[config.mk]
export PLATFORM = sky130hd
export DESIGN_NAME = meter_request_framer_crc16_top
export DESIGN_NICKNAME = d
export VERILOG_FILES = /design/src/mrf_pkg.sv /design/src/meter_request_framer_crc16_top.sv /design/src/mrf_fifo.sv /design/src/mrf_front.sv /design/src/mrf_back.sv
export SDC_FILE = /design/constraint.sdc
export NUM_CORES = 1
export LEC_CHECK = 0
export BUFFER_PORTS_ARGS = -buffer_cell sky130_fd_sc_hd__buf_2
export CORE_MARGIN = 1.5
export CORE_UTILIZATION = 45
export CTS_BUF_LIST = sky130_fd_sc_hd__clkbuf_4
export DETAILED_ROUTE_END_ITERATION = 8
export PLACE_DENSITY = 0.71
export SYNTH_ARGS = -nofsm -noshare
export SYNTH_HDL_FRONTEND = slang
export SYNTH_SLANG_ARGS = --single-unit
[constraint.sdc]
create_clock -name clk_i -period 3 [get_ports clk_i]
set_input_delay 0.3 -clock clk_i [delete_from_list [all_inputs] [get_ports clk_i]]
set_output_delay 0.3 -clock clk_i [all_outputs]
set_load 0.1 [all_outputs]
[src/mrf_pkg.sv]
// shared types, constants and the crc fold for the meter request framer
package mrf_pkg;

  localparam int unsigned FrameLen = 14;
  localparam int unsigned CrcSpan  = 12;
  localparam int unsigned IdxW     = 4;

  localparam logic [15:0] CrcInit = 16'hFFFF;
  localparam logic [15:0] CrcPoly = 16'hA001;
  localparam logic [7:0]  LenByte = 8'd14;

  localparam int unsigned CfgIdxW = 2;
  localparam logic [CfgIdxW-1:0] CfgMeterAddress = 2'd0;
  localparam logic [CfgIdxW-1:0] CfgCommandCode  = 2'd1;
  localparam logic [CfgIdxW-1:0] CfgRequestId    = 2'd2;

  localparam logic [7:0] CommandReset = 8'd1;

  typedef enum logic {
    OpRequest  = 1'b0,
    OpResponse = 1'b1
  } op_e;

  typedef enum logic {
    ResTx      = 1'b0,
    ResVerdict = 1'b1
  } res_kind_e;

  typedef enum logic {
    StIdle  = 1'b0,
    StFrame = 1'b1
  } back_state_e;

  typedef struct packed {
    op_e         op;
    logic [31:0] mask;
    logic [7:0]  rx_byte;
    logic        rx_last;
  } cmd_t;

  typedef struct packed {
    res_kind_e  result_kind;
    logic [7:0] tx_byte;
    logic       tx_last;
    logic       crc_ok;
  } res_t;

  typedef struct packed {
    logic [31:0] meter_address;
    logic [7:0]  command_code;
    logic [7:0]  request_id;
  } cfg_t;

  // one byte into a reflected crc-16 register, bit by bit
  function automatic logic [15:0] crc16_fold(input logic [15:0] crc, input logic [7:0] b);
    logic [15:0] r;
    r = crc ^ {8'h00, b};
    for (int k = 0; k < 8; k++) begin
      if (r[0]) begin
        r = (r >> 1) ^ CrcPoly;
      end else begin
        r = r >> 1;
      end
    end
    return r;
  endfunction

endpackage

[src/meter_request_framer_crc16_top.sv]
// top level: config registers, front end, back end and result queue
// a request's frame is sent one byte per cycle while the result queue has room
// the frame sequencer takes no new command until a request's whole frame is sent
// the command queue and the result queue let input and output stall independently
// reset: asynchronous active low; queues empty, check crc to all ones, config to defaults
module meter_request_framer_crc16_top #(
  parameter int unsigned QueueDepth = 2
) (
  input  logic        clk_i,
  input  logic        rst_ni,
  input  logic        push,
  output logic        full,
  input  logic        kind_i,
  input  logic [31:0] channel_mask_i,
  input  logic [7:0]  rx_byte_i,
  input  logic        rx_last_i,
  output logic        empty,
  input  logic        pop,
  output logic        result_kind_o,
  output logic [7:0]  tx_byte_o,
  output logic        tx_last_o,
  output logic        crc_ok_o,
  input  logic        cfg_we_i,
  input  logic [mrf_pkg::CfgIdxW-1:0] cfg_idx_i,
  input  logic [31:0] cfg_wdata_i
);

  mrf_pkg::cfg_t cfg_q;
  mrf_pkg::cmd_t cmd;
  mrf_pkg::res_t res_in, res_out;
  logic [$bits(mrf_pkg::res_t)-1:0] res_raw;
  logic cmd_valid, cmd_pop, res_push, res_full;

  always_ff @(posedge clk_i or negedge rst_ni) begin
    if (!rst_ni) begin
      cfg_q.meter_address <= 32'h0;
      cfg_q.command_code  <= mrf_pkg::CommandReset;
      cfg_q.request_id    <= 8'h00;
    end else if (cfg_we_i) begin
      case (cfg_idx_i)
        mrf_pkg::CfgMeterAddress: cfg_q.meter_address <= cfg_wdata_i;
        mrf_pkg::CfgCommandCode:  cfg_q.command_code  <= cfg_wdata_i[7:0];
        mrf_pkg::CfgRequestId:    cfg_q.request_id    <= cfg_wdata_i[7:0];
        default: ;
      endcase
    end
  end

  mrf_front #(
    .Depth (QueueDepth)
  ) u_front (
    .clk_i          (clk_i),
    .rst_ni         (rst_ni),
    .push           (push),
    .full           (full),
    .kind_i         (kind_i),
    .channel_mask_i (channel_mask_i),
    .rx_byte_i      (rx_byte_i),
    .rx_last_i      (rx_last_i),
    .cmd_valid_o    (cmd_valid),
    .cmd_o          (cmd),
    .cmd_pop_i      (cmd_pop)
  );

  mrf_back u_back (
    .clk_i       (clk_i),
    .rst_ni      (rst_ni),
    .cfg_i       (cfg_q),
    .cmd_valid_i (cmd_valid),
    .cmd_i       (cmd),
    .cmd_pop_o   (cmd_pop),
    .res_push_o  (res_push),
    .res_o       (res_in),
    .res_full_i  (res_full)
  );

  mrf_fifo #(
    .Width ($bits(mrf_pkg::res_t)),
    .Depth (QueueDepth)
  ) u_res_fifo (
    .clk_i   (clk_i),
    .rst_ni  (rst_ni),
    .push_i  (res_push),
    .data_i  (res_in),
    .full_o  (res_full),
    .pop_i   (pop),
    .data_o  (res_raw),
    .empty_o (empty)
  );

  assign res_out       = mrf_pkg::res_t'(res_raw);
  assign result_kind_o = res_out.result_kind;
  assign tx_byte_o     = res_out.tx_byte;
  assign tx_last_o     = res_out.tx_last;
  assign crc_ok_o      = res_out.crc_ok;

endmodule

[src/mrf_fifo.sv]
// small register queue used between the front, the back and the result ports
module mrf_fifo #(
  parameter int unsigned Width = 8,
  parameter int unsigned Depth = 2
) (
  input  logic             clk_i,
  input  logic             rst_ni,
  input  logic             push_i,
  input  logic [Width-1:0] data_i,
  output logic             full_o,
  input  logic             pop_i,
  output logic [Width-1:0] data_o,
  output logic             empty_o
);

  localparam int unsigned PtrW = (Depth > 1) ? $clog2(Depth) : 1;
  localparam int unsigned CntW = $clog2(Depth + 1);

  logic [Width-1:0] mem_q [Depth];
  logic [PtrW-1:0]  wr_ptr_q, wr_ptr_d;
  logic [PtrW-1:0]  rd_ptr_q, rd_ptr_d;
  logic [CntW-1:0]  count_q, count_d;
  logic             do_push, do_pop;

  assign full_o  = (count_q == CntW'(Depth));
  assign empty_o = (count_q == '0);
  assign do_push = push_i && !full_o;
  assign do_pop  = pop_i && !empty_o;
  assign data_o  = mem_q[rd_ptr_q];

  always_comb begin
    wr_ptr_d = wr_ptr_q;
    rd_ptr_d = rd_ptr_q;
    count_d  = count_q;
    if (do_push) begin
      wr_ptr_d = (wr_ptr_q == PtrW'(Depth - 1)) ? '0 : wr_ptr_q + PtrW'(1);
    end
    if (do_pop) begin
      rd_ptr_d = (rd_ptr_q == PtrW'(Depth - 1)) ? '0 : rd_ptr_q + PtrW'(1);
    end
    case ({do_push, do_pop})
      2'b10:   count_d = count_q + CntW'(1);
      2'b01:   count_d = count_q - CntW'(1);
      default: count_d = count_q;
    endcase
  end

  always_ff @(posedge clk_i or negedge rst_ni) begin
    if (!rst_ni) begin
      wr_ptr_q <= '0;
      rd_ptr_q <= '0;
      count_q  <= '0;
    end else begin
      wr_ptr_q <= wr_ptr_d;
      rd_ptr_q <= rd_ptr_d;
      count_q  <= count_d;
    end
  end

  always_ff @(posedge clk_i) begin
    if (do_push) begin
      mem_q[wr_ptr_q] <= data_i;
    end
  end

endmodule

[src/mrf_front.sv]
// front end: takes input items, classifies them and queues commands for the back end
module mrf_front #(
  parameter int unsigned Depth = 2
) (
  input  logic          clk_i,
  input  logic          rst_ni,
  input  logic          push,
  output logic          full,
  input  logic          kind_i,
  input  logic [31:0]   channel_mask_i,
  input  logic [7:0]    rx_byte_i,
  input  logic          rx_last_i,
  output logic          cmd_valid_o,
  output mrf_pkg::cmd_t cmd_o,
  input  logic          cmd_pop_i
);

  mrf_pkg::cmd_t cmd_in;
  logic [$bits(mrf_pkg::cmd_t)-1:0] cmd_raw;
  logic cmd_empty;

  always_comb begin
    cmd_in.op      = kind_i ? mrf_pkg::OpResponse : mrf_pkg::OpRequest;
    // fields that the operation does not use are dropped here
    cmd_in.mask    = kind_i ? 32'h0 : channel_mask_i;
    cmd_in.rx_byte = kind_i ? rx_byte_i : 8'h00;
    cmd_in.rx_last = kind_i && rx_last_i;
  end

  mrf_fifo #(
    .Width ($bits(mrf_pkg::cmd_t)),
    .Depth (Depth)
  ) u_cmd_fifo (
    .clk_i   (clk_i),
    .rst_ni  (rst_ni),
    .push_i  (push),
    .data_i  (cmd_in),
    .full_o  (full),
    .pop_i   (cmd_pop_i),
    .data_o  (cmd_raw),
    .empty_o (cmd_empty)
  );

  assign cmd_o       = mrf_pkg::cmd_t'(cmd_raw);
  assign cmd_valid_o = !cmd_empty;

endmodule

[src/mrf_back.sv]
// back end: frame sequencer with running crc, and the response crc checker
module mrf_back (
  input  logic          clk_i,
  input  logic          rst_ni,
  input  mrf_pkg::cfg_t cfg_i,
  input  logic          cmd_valid_i,
  input  mrf_pkg::cmd_t cmd_i,
  output logic          cmd_pop_o,
  output logic          res_push_o,
  output mrf_pkg::res_t res_o,
  input  logic          res_full_i
);

  mrf_pkg::back_state_e state_q, state_d;

  logic [mrf_pkg::IdxW-1:0] idx_q, idx_d;
  logic [15:0] tx_crc_q, tx_crc_d;
  logic [31:0] mask_q, mask_d;

  logic [15:0] chk_crc_q, chk_crc_d;
  logic [7:0]  held0_q, held0_d;
  logic [7:0]  held1_q, held1_d;
  logic [1:0]  seen_q, seen_d;

  logic        start_frame, take_resp, emit_byte, frame_done;
  logic [7:0]  frame_byte;
  logic [15:0] chk_crc_new;
  logic [1:0]  seen_new;
  logic        ok;

  assign frame_done = (idx_q == mrf_pkg::IdxW'(mrf_pkg::FrameLen - 1));

  // next state
  always_comb begin
    state_d = state_q;
    case (state_q)
      mrf_pkg::StIdle: begin
        if (cmd_valid_i && cmd_i.op == mrf_pkg::OpRequest && !res_full_i) begin
          state_d = mrf_pkg::StFrame;
        end
      end
      mrf_pkg::StFrame: begin
        if (!res_full_i && frame_done) begin
          state_d = mrf_pkg::StIdle;
        end
      end
      default: state_d = mrf_pkg::StIdle;
    endcase
  end

  // byte of the frame at the current position
  always_comb begin
    case (idx_q)
      4'd0:    frame_byte = cfg_i.meter_address[31:24];
      4'd1:    frame_byte = cfg_i.meter_address[23:16];
      4'd2:    frame_byte = cfg_i.meter_address[15:8];
      4'd3:    frame_byte = cfg_i.meter_address[7:0];
      4'd4:    frame_byte = cfg_i.command_code;
      4'd5:    frame_byte = mrf_pkg::LenByte;
      4'd6:    frame_byte = mask_q[7:0];
      4'd7:    frame_byte = mask_q[15:8];
      4'd8:    frame_byte = mask_q[23:16];
      4'd9:    frame_byte = mask_q[31:24];
      4'd10:   frame_byte = cfg_i.request_id;
      4'd11:   frame_byte = cfg_i.request_id;
      4'd12:   frame_byte = tx_crc_q[7:0];
      4'd13:   frame_byte = tx_crc_q[15:8];
      default: frame_byte = 8'h00;
    endcase
  end

  // response check: fold the oldest held byte once two are held
  always_comb begin
    chk_crc_new = (seen_q == 2'd2) ? mrf_pkg::crc16_fold(chk_crc_q, held0_q) : chk_crc_q;
    seen_new    = (seen_q == 2'd2) ? seen_q : seen_q + 2'd1;
    ok = (seen_new == 2'd2) && (held1_q == chk_crc_new[7:0])
         && (cmd_i.rx_byte == chk_crc_new[15:8]);
  end

  // outputs and datapath
  always_comb begin
    start_frame = 1'b0;
    take_resp   = 1'b0;
    emit_byte   = 1'b0;
    cmd_pop_o   = 1'b0;
    res_push_o  = 1'b0;
    res_o.result_kind = mrf_pkg::ResTx;
    res_o.tx_byte     = 8'h00;
    res_o.tx_last     = 1'b0;
    res_o.crc_ok      = 1'b0;

    idx_d     = idx_q;
    tx_crc_d  = tx_crc_q;
    mask_d    = mask_q;
    chk_crc_d = chk_crc_q;
    held0_d   = held0_q;
    held1_d   = held1_q;
    seen_d    = seen_q;

    case (state_q)
      mrf_pkg::StIdle: begin
        if (cmd_valid_i && !res_full_i) begin
          cmd_pop_o = 1'b1;
          if (cmd_i.op == mrf_pkg::OpRequest) begin
            start_frame = 1'b1;
          end else begin
            take_resp = 1'b1;
          end
        end
      end
      mrf_pkg::StFrame: begin
        emit_byte = !res_full_i;
      end
      default: ;
    endcase

    if (start_frame) begin
      idx_d    = '0;
      tx_crc_d = mrf_pkg::CrcInit;
      mask_d   = cmd_i.mask;
    end

    if (emit_byte) begin
      res_push_o    = 1'b1;
      res_o.tx_byte = frame_byte;
      res_o.tx_last = frame_done;
      idx_d         = idx_q + mrf_pkg::IdxW'(1);
      if (idx_q < mrf_pkg::IdxW'(mrf_pkg::CrcSpan)) begin
        tx_crc_d = mrf_pkg::crc16_fold(tx_crc_q, frame_byte);
      end
    end

    if (take_resp) begin
      if (cmd_i.rx_last) begin
        res_push_o        = 1'b1;
        res_o.result_kind = mrf_pkg::ResVerdict;
        res_o.crc_ok      = ok;
        chk_crc_d = mrf_pkg::CrcInit;
        held0_d   = 8'h00;
        held1_d   = 8'h00;
        seen_d    = 2'd0;
      end else begin
        chk_crc_d = chk_crc_new;
        held0_d   = held1_q;
        held1_d   = cmd_i.rx_byte;
        seen_d    = seen_new;
      end
    end
  end

  always_ff @(posedge clk_i or negedge rst_ni) begin
    if (!rst_ni) begin
      state_q   <= mrf_pkg::StIdle;
      idx_q     <= '0;
      chk_crc_q <= mrf_pkg::CrcInit;
      held0_q   <= 8'h00;
      held1_q   <= 8'h00;
      seen_q    <= 2'd0;
    end else begin
      state_q   <= state_d;
      idx_q     <= idx_d;
      chk_crc_q <= chk_crc_d;
      held0_q   <= held0_d;
      held1_q   <= held1_d;
      seen_q    <= seen_d;
    end
  end

  always_ff @(posedge clk_i) begin
    tx_crc_q <= tx_crc_d;
    mask_q   <= mask_d;
  end

endmodule
Yosys cells after proc, flatten, opt, wreduce, memory -nomap -nowiden

Memory sizes are Yosys's and may differ from the RTL's.
Cells that the tools add are included.

$add $sub $neg: 10
$lt $le $gt $ge: 1
Equal/unequal tests: 25
Muxes and demuxes: 75
Bitwise gates (word level): 20
Reduce and logical (&&, ||, !) cells: 26

Operator list:

| kind                                          | count |
|---|---|
| 2-to-1 mux 16 bit                             | 35 |
| case mux 8 bit (13 select lines)              | 1 |
| NOT 2 -> 3 bit                                | 16 |
| 2-to-1 mux 32 bit                             | 1 |
| XOR 16 x 8 -> 16 bit                          | 2 |
| 2-to-1 mux 1 bit                              | 27 |
| == test 4 bit, second input constant          | 6 |
| 2-to-1 mux 8 bit                              | 3 |
| == test 4 x 3 -> 1 bit, second input constant | 4 |
| == test 8 bit                                 | 2 |
| == test 2 bit, second input constant          | 7 |
| logical AND 1 bit                             | 11 |
| 2-to-1 mux 9 bit                              | 1 |
| == test 4 x 2 -> 1 bit, second input constant | 2 |
| 2-to-1 mux 4 bit                              | 2 |
| case mux 2 bit (2 select lines)               | 2 |
| adder 2 x 1 -> 2 bit, second input constant   | 3 |
| == test 2 x 1 -> 1 bit, second input constant | 3 |
| logical NOT 2 bit                             | 3 |
| AND reduction 2 bit                           | 3 |
| nonzero test 2 bit                            | 3 |
| adder 1 bit, second input constant            | 4 |
| adder 4 x 1 -> 4 bit, second input constant   | 1 |
| == test 4 x 1 -> 1 bit, second input constant | 1 |
| other kinds (8)                               | 14 |

Bits in registers: 143
Bits in writable memories: 106
Bits of input ports: 81
Output and inout port bits: 13
Memories: 2

Memories:

| name                     | words | width | rd ports | clocked after Yosys merged registers in | write ports | RTL line       | source |
|---|---|---|---|---|---|---|---|
| u_front.u_cmd_fifo.mem_q | 2     | 42    | 1        | 0                                       | 1           | mrf_fifo.sv:19 | `logic [Width-1:0] mem_q [Depth];` |
| u_res_fifo.mem_q         | 2     | 11    | 1        | 0                                       | 1           | mrf_fifo.sv:19 |  |

Logic depth before layout (Yosys ltp)

Gate-level depths: netlist of the first run.

Word-level depth: 36
Gate-level depth with buffers: 12
Depth with buffers taken out: 10

By module

From an unflattened synthesis of the first run, not the netlist that was laid out.

Cell total of the unflattened synthesis: 848
Area, all modules: 11476.0 um^2

Modules (own cells, without submodules):

| module                         | instances | cells each | area each (um^2) | seq. area each (um^2) |
|---|---|---|---|---|
| mrf_back                       | 1         | 499        | 4967.3           | 2277.2 |
| mrf_fifo (u_front.u_cmd_fifo)  | 1         | 149        | 3429.5           | 2622.5 |
| meter_request_framer_crc16_top | 1         | 102        | 1810.5           | 1202.4 |
| mrf_fifo (u_res_fifo)          | 1         | 52         | 988.4            | 760.7 |
| mrf_front                      | 1         | 46         | 280.3            | 0.0 |

Least setup slack after synthesis of the first run

OpenSTA, ideal clock, no wires.

Kind: reg2reg
From: reg u_front.u_cmd_fifo.count_q[0]
To: mem u_front.u_cmd_fifo.mem_q[0][0] (netlist name), enable pin
Library setup time: 441 ps
Arrival: 2405 ps
Required time: 2559 ps
Setup slack: 154 ps
Stages on the path, launching flop included: 4
Period minus slack after synthesis: 2846 ps
Cell sequence: dfrtp_1 -> nand2b_1 -> nand2_1 -> nor2_1

Word-level cells in the longest chain between the ends: 5

Ends and longest elaborated chain:

| element                                | RTL line       | source |
|---|---|---|
| from (decl)                            | mrf_fifo.sv:22 | `logic [CntW-1:0] count_q, count_d;` |
| from (signal assigned)                 | mrf_fifo.sv:56 | `count_q <= count_d;` |
| == test 2 bit                          | mrf_fifo.sv:25 | `assign full_o = (count_q == CntW'(Depth));` |
| logical NOT 1 bit                      | mrf_fifo.sv:27 | `assign do_push = push_i && !full_o;` |
| logical AND 1 bit                      | mrf_fifo.sv:27 |  |
| 2-to-1 mux 1 bit                       | mrf_fifo.sv:61 | `if (do_push) begin` |
| 2-to-1 mux 1 bit (not written as such) | mrf_fifo.sv:62 | `mem_q[wr_ptr_q] <= data_i;` |
| to (decl)                              | mrf_fifo.sv:19 |  |

No other way between the ends.

Worst setup path in the final report of the first run

From: reg u_back.idx_q[3] (netlist name)
To: reg u_back.tx_crc_q[14]

Word-level cells in the longest chain between the ends: 29
Elaborated cells on any way between the ends: 48
Classes of those cells: order compare (1); eq/ne (13); mux (25); bitwise (7); reduce/logical (2)

Ends and longest elaborated chain:

| element                                             | RTL line                         | source |
|---|---|---|
| from (decl)                                         | mrf_back.sv:16                   | `logic [mrf_pkg::IdxW-1:0] idx_q, idx_d;` |
| from (signal assigned)                              | mrf_back.sv:161                  | `idx_q <= idx_d;` |
| == test 4 bit                                       | mrf_back.sv:53                   | `case (idx_q)` |
| OR reduction 2 bit (no source line)                 | --                               |  |
| case mux 8 bit (13 select lines)                    | mrf_back.sv:53                   |  |
| XOR 16 x 8 -> 16 bit                                | mrf_pkg.sv:57                    | `r = crc ^ {8'h00, b};` |
| 2-to-1 mux 16 bit or NOT 2 -> 3 bit (tied branches) | --                               |  |
| 2-to-1 mux 16 bit (on tied branches)                | mrf_back.sv:128, mrf_pkg.sv:59   |  |
| 2-to-1 mux 16 bit (on tied branches)                | mrf_back.sv:123, mrf_back.sv:128 |  |
| 2-to-1 mux 16 bit (tied with other cells)           | mrf_pkg.sv:59                    | `if (r[0]) begin` |
| [... 14 more ...]                                   | --                               |  |
| 2-to-1 mux 16 bit                                   | mrf_back.sv:123                  | `if (emit_byte) begin` |
| 2-to-1 mux 16 bit                                   | mrf_pkg.sv:59                    |  |
| 2-to-1 mux 16 bit                                   | mrf_back.sv:128                  | `if (idx_q < mrf_pkg::IdxW'(mrf_pkg::CrcSpan)) begin` |
| 2-to-1 mux 16 bit                                   | mrf_back.sv:123                  |  |
| 2-to-1 mux 16 bit                                   | mrf_pkg.sv:59                    |  |
| 2-to-1 mux 16 bit *                                 | mrf_back.sv:128                  |  |
| 2-to-1 mux 16 bit *                                 | mrf_back.sv:123                  |  |
| via u_back.tx_crc_d[14]                             | mrf_back.sv:17                   | `logic [15:0] tx_crc_q, tx_crc_d;` |
| to (signal assigned)                                | mrf_back.sv:170                  | `tx_crc_q <= tx_crc_d;` |
| to (decl)                                           | mrf_back.sv:17                   |  |

The timed path passes the listed nets; every way through them passes the cells marked *. The select of a mux whose other input is x is not followed.
A chain may end at the register's enable or synchronous reset.

==> results.md, run 1 <==
* Cell Area, Synth at approximately 11000 µm²
* CP cell instances: buf_4 > mux2_1 > a21oi_1 > nand2_1 > a221oi_4 > xnor3_1 > xor3_2 > xor2_1 > a21oi_1
* Yosys warns at 0
* Max VDD drop at around 0.93 mV
* Worst clock skew at between 0.07 and 0.08 ns
* Final Util at 58.0%
* H-tree level count at 3
* GP Congestion at ~0.92
* Post-Syn Instances at about 840
* Nets at ~1.2k
* Grt met2 use at 31.9%
* DIE AREA at roughly 26000 µm²
* Vias in the first global route at about 7.9k
* Crit path launch: u_back.idx_q[3]
* Final hold vios at 0
* PD cells at between 1000 and 1500 nW/µm²
* Via-per-instance ratio at around 5.2
* DR pass1 iterations at 5
* Boundary Pins at 94
* Crit-path max FO at 10
* Period utilisation layout at 99.9%
* First-pass GRT wire length at approximately 40000 µm
* Pin count of the biggest net entering global routing at 50
* Slew Viols, Final at 0
* CP endpoint kind: flip-flop
* Register area share after synthesis at between 60% and 70%
* Met1 Track Usage GR at 26.2%
* Actual slew at the worst max-slew pin at ~0.76 ns
* Register-to-register setup slack at just over 0.004 ns
* Final Critical Period at 3.00 ns
* Buffers on Ports at 93
* Clock Path Buffers at 3
* HPWL Detailed at 16300 µm
* M3 GR Usage at between 4 and 5%
* Hold Path Cell Cnt at 2
* Syn nets at approximately 930
* Share of cells above drive strength 1 at approximately 37%
* CTS Buf Count at between 60 and 70
* CP Data Required Time at 3.56 ns
* Status: finished, final reports clean
* F_max at approximately 0.33 GHz
* Hold Slack at ~0.044 ns
* WL final at about 25000 µm
* Critical Path Source Type: flip-flop
* Iter 0 DRT Violations at roughly 470
* Grt ovf at 0
* Most common flop cell mapped by yosys: edfxtp_1
* Initial antenna violation count at 1
* Routed vias at 7631
* Setup TNS at 0 ns
* Number of synthesized flops with an enable pin at approximately 140
* Asr flop ratio synth at 38.2%
* LEAKAGE at between 5 and 6 nW
* ANT nets after route at 0
* CTS sink cnt at around 250
* Clock latency at the later pin of the worst-skew pair at 0.69 ns
* Die Span X at ~160 µm
* Wire length per cell at between 15 and 20 µm
* RR Endpoint: u_back.tx_crc_q[14]
* Crit Path Class: flip-flop to flip-flop
* Reg2reg path depth at 9
* #FFs+latches synth at around 250
* Clock transition at path regs at roughly 0.070 ns
* Row Count at between 50 and 60
* Crit-path most repeated cell: a21oi_1
* Critical R2R Launch: u_back.idx_q[3]
* CTS tree: yes
* Area Overhead vs Synth at 25.9%
* CTS root buffer: clkbuf_4
* Crit path depth at 9
* Crit path DAT at 3.56 ns
* Residual DRC at 0
* Slowest cell on the critical path: xor3_2
* CP peak stage delay at ~0.47 ns
* Hold Path Class: input pin to flip-flop
* Tot GR Track Use at around a fifth
* Core area at between 20000 and 25000 µm²
* Worst path bufs/invs at 1
* Crit-path leading delay family: XOR/XNOR gates
* Critical Path End: u_back.tx_crc_q[14]
* Post-Syn Area per Cell at about 13 µm²
* Setup Viol. Count Final at 0
* Yosys cell types at between 60 and 70
* Busiest grt layer: met2
* Max cap viols at 0
* Die Ht at 161 µm
* Rel. slew slack at roughly half
* Initial Utilization at a little under half
-- stage by stage --
stage | power [mW] | cell area, µm² | setup WS [ns] | std cells
finish | 16.9 | 14200 | 0.00411 | 1461
floorplan | 11.2 | 11300 | 0.154 | 839
detailed placement | 13.0 | 12300 | -0.0207 | 1254
global placement | 12.8 | 12300 | 0.0821 | 1254
global route | 17.9 | 14200 | -0.0617 | 1461
CTS | 16.2 | 13900 | 0.00173 | 1445
-- sequential cells by signal, summed over array words and instances (netlist names) --
name and cells:
u_res_fifo.wr_ptr_q 1, u_res_fifo.mem_q 22, cfg_q 48, u_front.u_cmd_fifo.rd_ptr_q 1
u_back.seen_q 2, u_back.chk_crc_q 16, u_res_fifo.count_q 2, u_back.tx_crc_q 16
u_back.held0_q 8, u_back.held1_q 8, u_back.state_q 1, u_back.idx_q 4
u_back.mask_q 32, u_front.u_cmd_fifo.wr_ptr_q 1, u_front.u_cmd_fifo.mem_q 84, u_res_fifo.rd_ptr_q 1
u_front.u_cmd_fifo.count_q 2
-- layer usage --
layer	wire, µm	up-vias	share of wire (%)
met3	1480	45	5.8
met2	12100	248	48
met5	0	-	0
met1	11300	3707	44
li1	-	3631	-
met4	566	0	2.2
-- cells in the final DEF, fill, tap and decap left out, types with 42 or more instances in the layout --
cell type,synthesis,layout
buf_2,8,92
buf_4,2,51
clkbuf_4,0,97
dfrtp_1,78,74
dlygate4sd3_1,0,73
edfxtp_1,138,138
mux2_2,93,93
nand2_1,52,51
nor2_1,44,42
xnor2_1,48,46
-- cell usage after synthesis (3+ instances only) --
library cell	n	area (µm²)
edfxtp_1	138	4140
mux2_2	93	1050
dfrtp_1	78	1950
nand2_1	52	195
xnor2_1	48	420
nor2_1	44	165
nor2b_1	37	231
o21ai_0	34	170
a21oi_1	29	145
clkbuf_1	23	86.3
mux2i_1	23	230
dfstp_2	17	447
dfxtp_1	16	320
and2_1	13	81.3
inv_1	12	45.0
xor2_1	12	105
a22o_1	10	87.6
a22oi_1	9	67.6
nor3_1	9	45.0
buf_2	8	40.0
buf_6	8	90.1
ha_1	8	100
nand4_1	8	50.1
nand2b_1	7	43.8
a221oi_1	6	52.6
o22a_1	6	52.6
a211oi_1	5	37.5
a31oi_1	5	31.3
and3_1	5	31.3
nand3_1	5	25.0
xnor3_1	5	113
a221oi_2	4	60.1
buf_1	4	15.0
nand3b_1	4	30.0
a222oi_1	3	30.0
a311oi_1	3	26.3
nor4_1	3	18.8
-- timing repair --
action | CTS | global route
hold buffers | 73 | 0
endpoints found under the hold margin | 163 | 0
resized for setup | 2 | 34
pin swaps | 0 | 21
setup buffers | 0 | 15
setup endpoints to repair | 2 | 5
-- worst min path at each step --
stage | startpoint | end | slack [ns]
after floorplan | rst_ni | cfg_q[0] | 0.004
after global placement | rst_ni | u_back.held1_q[4] | 0.37
after detailed placement | rst_ni | u_back.held1_q[4] | 0.37
after CTS | channel_mask_i[24] | u_front.u_cmd_fifo.mem_q[1][33] | 0.001
after global routing | channel_mask_i[24] | u_front.u_cmd_fifo.mem_q[1][33] | 0.02
final | channel_mask_i[24] | u_front.u_cmd_fifo.mem_q[0][33] | 0.04
-- cell families (layout without fill, tap and decap cells) --
group	after synthesis	count (layout)	synth area share [%]
flip-flops	249	249	60.9
XOR/XNOR	66	66	5.88
adder cells (fa/ha/maj)	8	8	0.888
AO/OA/AOI/OAI	139	139	8.68
AND/OR/NAND/NOR	200	200	9.36
other	0	1	0
multiplexers	119	119	11.7
buffers and inverters	58	355	2.62
-- cell type report --
type	instances	area, µm²
clock buffer	97	728
multi-input combinational	532	4280
antenna	1	2.50
tap	324	405
timing repair buffer	224	1720
fill	1990	10300
inverter	13	51.3
clock inverter	21	140
sequential	249	6870
-- power breakdown --
group          internal [mW]  switching (mW)
Sequential              4.94           0.678
Clock                   1.60            1.40
Combinational           3.76            4.48
Total                   10.3            6.56
No activity file was read; power rests on OpenSTA's default activity.
==> inputs of run 2 (changes only) <==
--- a/config.mk
+++ b/config.mk
@@ -6,11 +6,13 @@
 export NUM_CORES = 1
 export LEC_CHECK = 0
 export BUFFER_PORTS_ARGS = -buffer_cell sky130_fd_sc_hd__buf_2
+export CORE_ASPECT_RATIO = 0.9
 export CORE_MARGIN = 1.5
 export CORE_UTILIZATION = 45
 export CTS_BUF_LIST = sky130_fd_sc_hd__clkbuf_4
 export DETAILED_ROUTE_END_ITERATION = 8
 export PLACE_DENSITY = 0.71
+export REMOVE_ABC_BUFFERS = 1
 export SYNTH_ARGS = -nofsm -noshare
 export SYNTH_HDL_FRONTEND = slang
 export SYNTH_SLANG_ARGS = --single-unit
==> results.md, run 2 (synthesis gave the netlist of run 1 again) <==
* Status: finished, final reports clean
* WL final at approximately 26000 µm
* Clock transition at path regs at 0.07 ns
* Switching power share of the total at roughly 39%
* Grt met2 use at between 30% and 40%
* Reg2reg path depth at 12
* Largest register FFs at 84
* Internal power component at 10.1 mW
* DIE AREA at approximately 26000 µm²
* Via-per-instance ratio at just over 5
* Wire length per cell at 17.2 µm
* F_max at around 0.34 GHz
* CTS Buf Count at just over 60
* Residual DRC at 0
* CP peak stage delay at about 0.47 ns
* Max cap viols at 0
* Worst clock skew at 0.0505 ns
* CP Data Required Time at between 3 and 4 ns
* Share of cells above drive strength 1 at 36.7%
* Fillers at around 1.9k
* Pin count of the biggest net entering global routing at 58
* Period utilisation layout at a little over nine tenths
* Met1 Track Usage GR at approximately 28%
* Clock network power share at 17.1%
* Die Ht at between 150 and 200 µm
* Grt ovf at 0
* Biggest registers after layout: u_front.u_cmd_fifo.mem_q x84, cfg_q x48, u_back.mask_q x32
* M3 GR Usage at ~3.7%
* CP cell instances: buf_6 > ha_4 > buf_6 > a21oi_4 > a221oi_4 > nor3_2 > a221oi_2 > buf_4 > xnor3_1 > xor3_2 > xor2_1 > a21oi_1
* Leading cell type in the layout, fill and taps excluded: edfxtp_1
* Hold Slack at around 0.078 ns
* Crit path DAT at between 3 and 4 ns
* Clock Path Buffers at 3
* Critical Path Source Type: flip-flop
* First-pass GRT wire length at 40600 µm
* Initial antenna violation count at 1
* Iter 0 DRT Violations at 430
* Slew Viols, Final at 0
* Clock latency at the later pin of the worst-skew pair at around 0.7 ns
* Crit-path max FO at 6
* Combinational share of power at between 40% and 50%
* Max VDD drop at around 0.95 mV
* ANT nets after route at 0
* Actual slew at the worst max-slew pin at between 0.7 and 0.8 ns
* Final hold vios at 0
* Slowest cell on the critical path: xor3_2
* Rel. slew slack at between 40% and 50%
* GP Congestion at between 0.8 and 0.9
* Crit-path most repeated cell: buf_6
* Crit Path Class: flip-flop to flip-flop
* Buffers on Ports at 93
* Initial Utilization at between 40% and 50%
* Boundary Pins at 94
* Row Count at 54
* Seq. cell area at about 7000 µm²
* PD cells at about 1200 nW/µm²
* Die Span X at between 150 and 200 µm
* DR pass1 iterations at 5
* CP endpoint kind: flip-flop
* # placed instances at about 1.3k
* Nets at roughly 1.2k
* Non-filler cells, final at 1487
* HPWL Detailed at 17100 µm
* Top reg by flops: u_front.u_cmd_fifo.mem_q
* Hold Path Class: input pin to flip-flop
* Setup Viol. Count Final at 0
* Most frequent cells in the layout: 138 x edfxtp_1, 94 x clkbuf_4, 93 x mux2_2, 92 x buf_2, 75 x dfrtp_1
* Vias in the first global route at approximately 7.8k
* Area Overhead vs Synth at 26.7%
* H-tree level count at 2
* RSZ-0062 raised after global routing: yes
* Multi-input gate area at ~4300 µm²
* Hold Path Cell Cnt at 2
* Flop pwr share at 33.6%
* Core area at between 20000 and 25000 µm²
* LEAKAGE at approximately 5.6 nW
* Final Util at approximately 60%
* Net Switching at 6.47 mW
* CTS sink cnt at about 250
* CTS tree: yes
* Busiest grt layer: met2
* Tot GR Track Use at 20.0%
* Routed vias at 7647
* CTS root buffer: clkbuf_4
* Final Critical Period at 2.97 ns
==> run 2: cell count changes in the layout (fill, tap and decap cells not counted), sizes merged <==
cell,previous run,this run
buf,151,166
clkinv,15,20
clkbuf,97,94
inv,17,13
dlygate4sd3,73,74
==> run 2: metal layers <==
metal | vias to the layer above | share of wire (%)
met3 | 50 | 5.4
met4 | 0 | 1.9
met1 | 3708 | 45
met5 | - | 0
li1 | 3664 | -
met2 | 225 | 47
==> run 2: per-stage QoR <==
step	worst slack, ns	power (mW)	setup TNS [ns]	instance area [µm²]
detailed placement	-0.0132	13.2	-0.0132	12400
global placement	0.0484	13.2	0	12400
finish	0.0317	16.6	0	14300
global route	-0.0796	17.6	-0.215	14300
floorplan	-0.457	11.1	-22.71	11000
CTS	0.0106	16.3	0	14000
==> run 2: worst max-delay path: cells and delay by family, from the launching register on <==
kind,cells,cell delay [ns]
compound gates,4,0.69
xor+xnor,3,1.00
fa+ha+maj,1,0.16
buf+inv,3,0.45
flops,1,0.43
simple gates,1,0.08
==> run 2: final timing paths <==
check                                                   to  slack (ns)          startpoint
max                                    u_back.tx_crc_q[15]        0.03     u_back.idx_q[0]
min reg2reg                             u_back.tx_crc_q[1]        0.46  u_back.tx_crc_q[9]
max in group asynchronous                  u_back.idx_q[0]        2.03              rst_ni
min                        u_front.u_cmd_fifo.mem_q[0][19]        0.08  channel_mask_i[10]
max reg2reg                            u_back.tx_crc_q[15]        0.03     u_back.idx_q[0]
min in group asynchronous                u_back.held0_q[6]        0.26              rst_ni
==> run 2: power groups by stage <==
stage	Sequential, mW	Combinational (mW)	Clock, mW
floorplan	5.54	5.56	0
global placement	5.58	7.57	0
detailed placement	5.61	7.64	0
CTS	5.55	7.79	2.92
global route	5.68	8.83	3.11
finish	5.58	8.20	2.84
==> run 2: final cells by class <==
type,count,area share [%]
Clock buffer,94,4.94
Antenna cell,1,0.0175
Timing Repair Buffer,240,12.8
Clock inverter,22,0.815
Sequential cell,249,48.1
Inverter,13,0.359
Tap cell,336,2.94
Multi-Input combinational cell,532,30.1
==> run 2: what timing repair did <==
| action | CTS | global route |
|---|---|---|
| hold buffers | 74 | 0 |
| hold endpoints to repair | 167 | 0 |
| pin swaps | 2 | 18 |
| gates resized for setup | 2 | 43 |
| endpoints found under the setup margin | 4 | 5 |
| setup buffers | 0 | 10 |
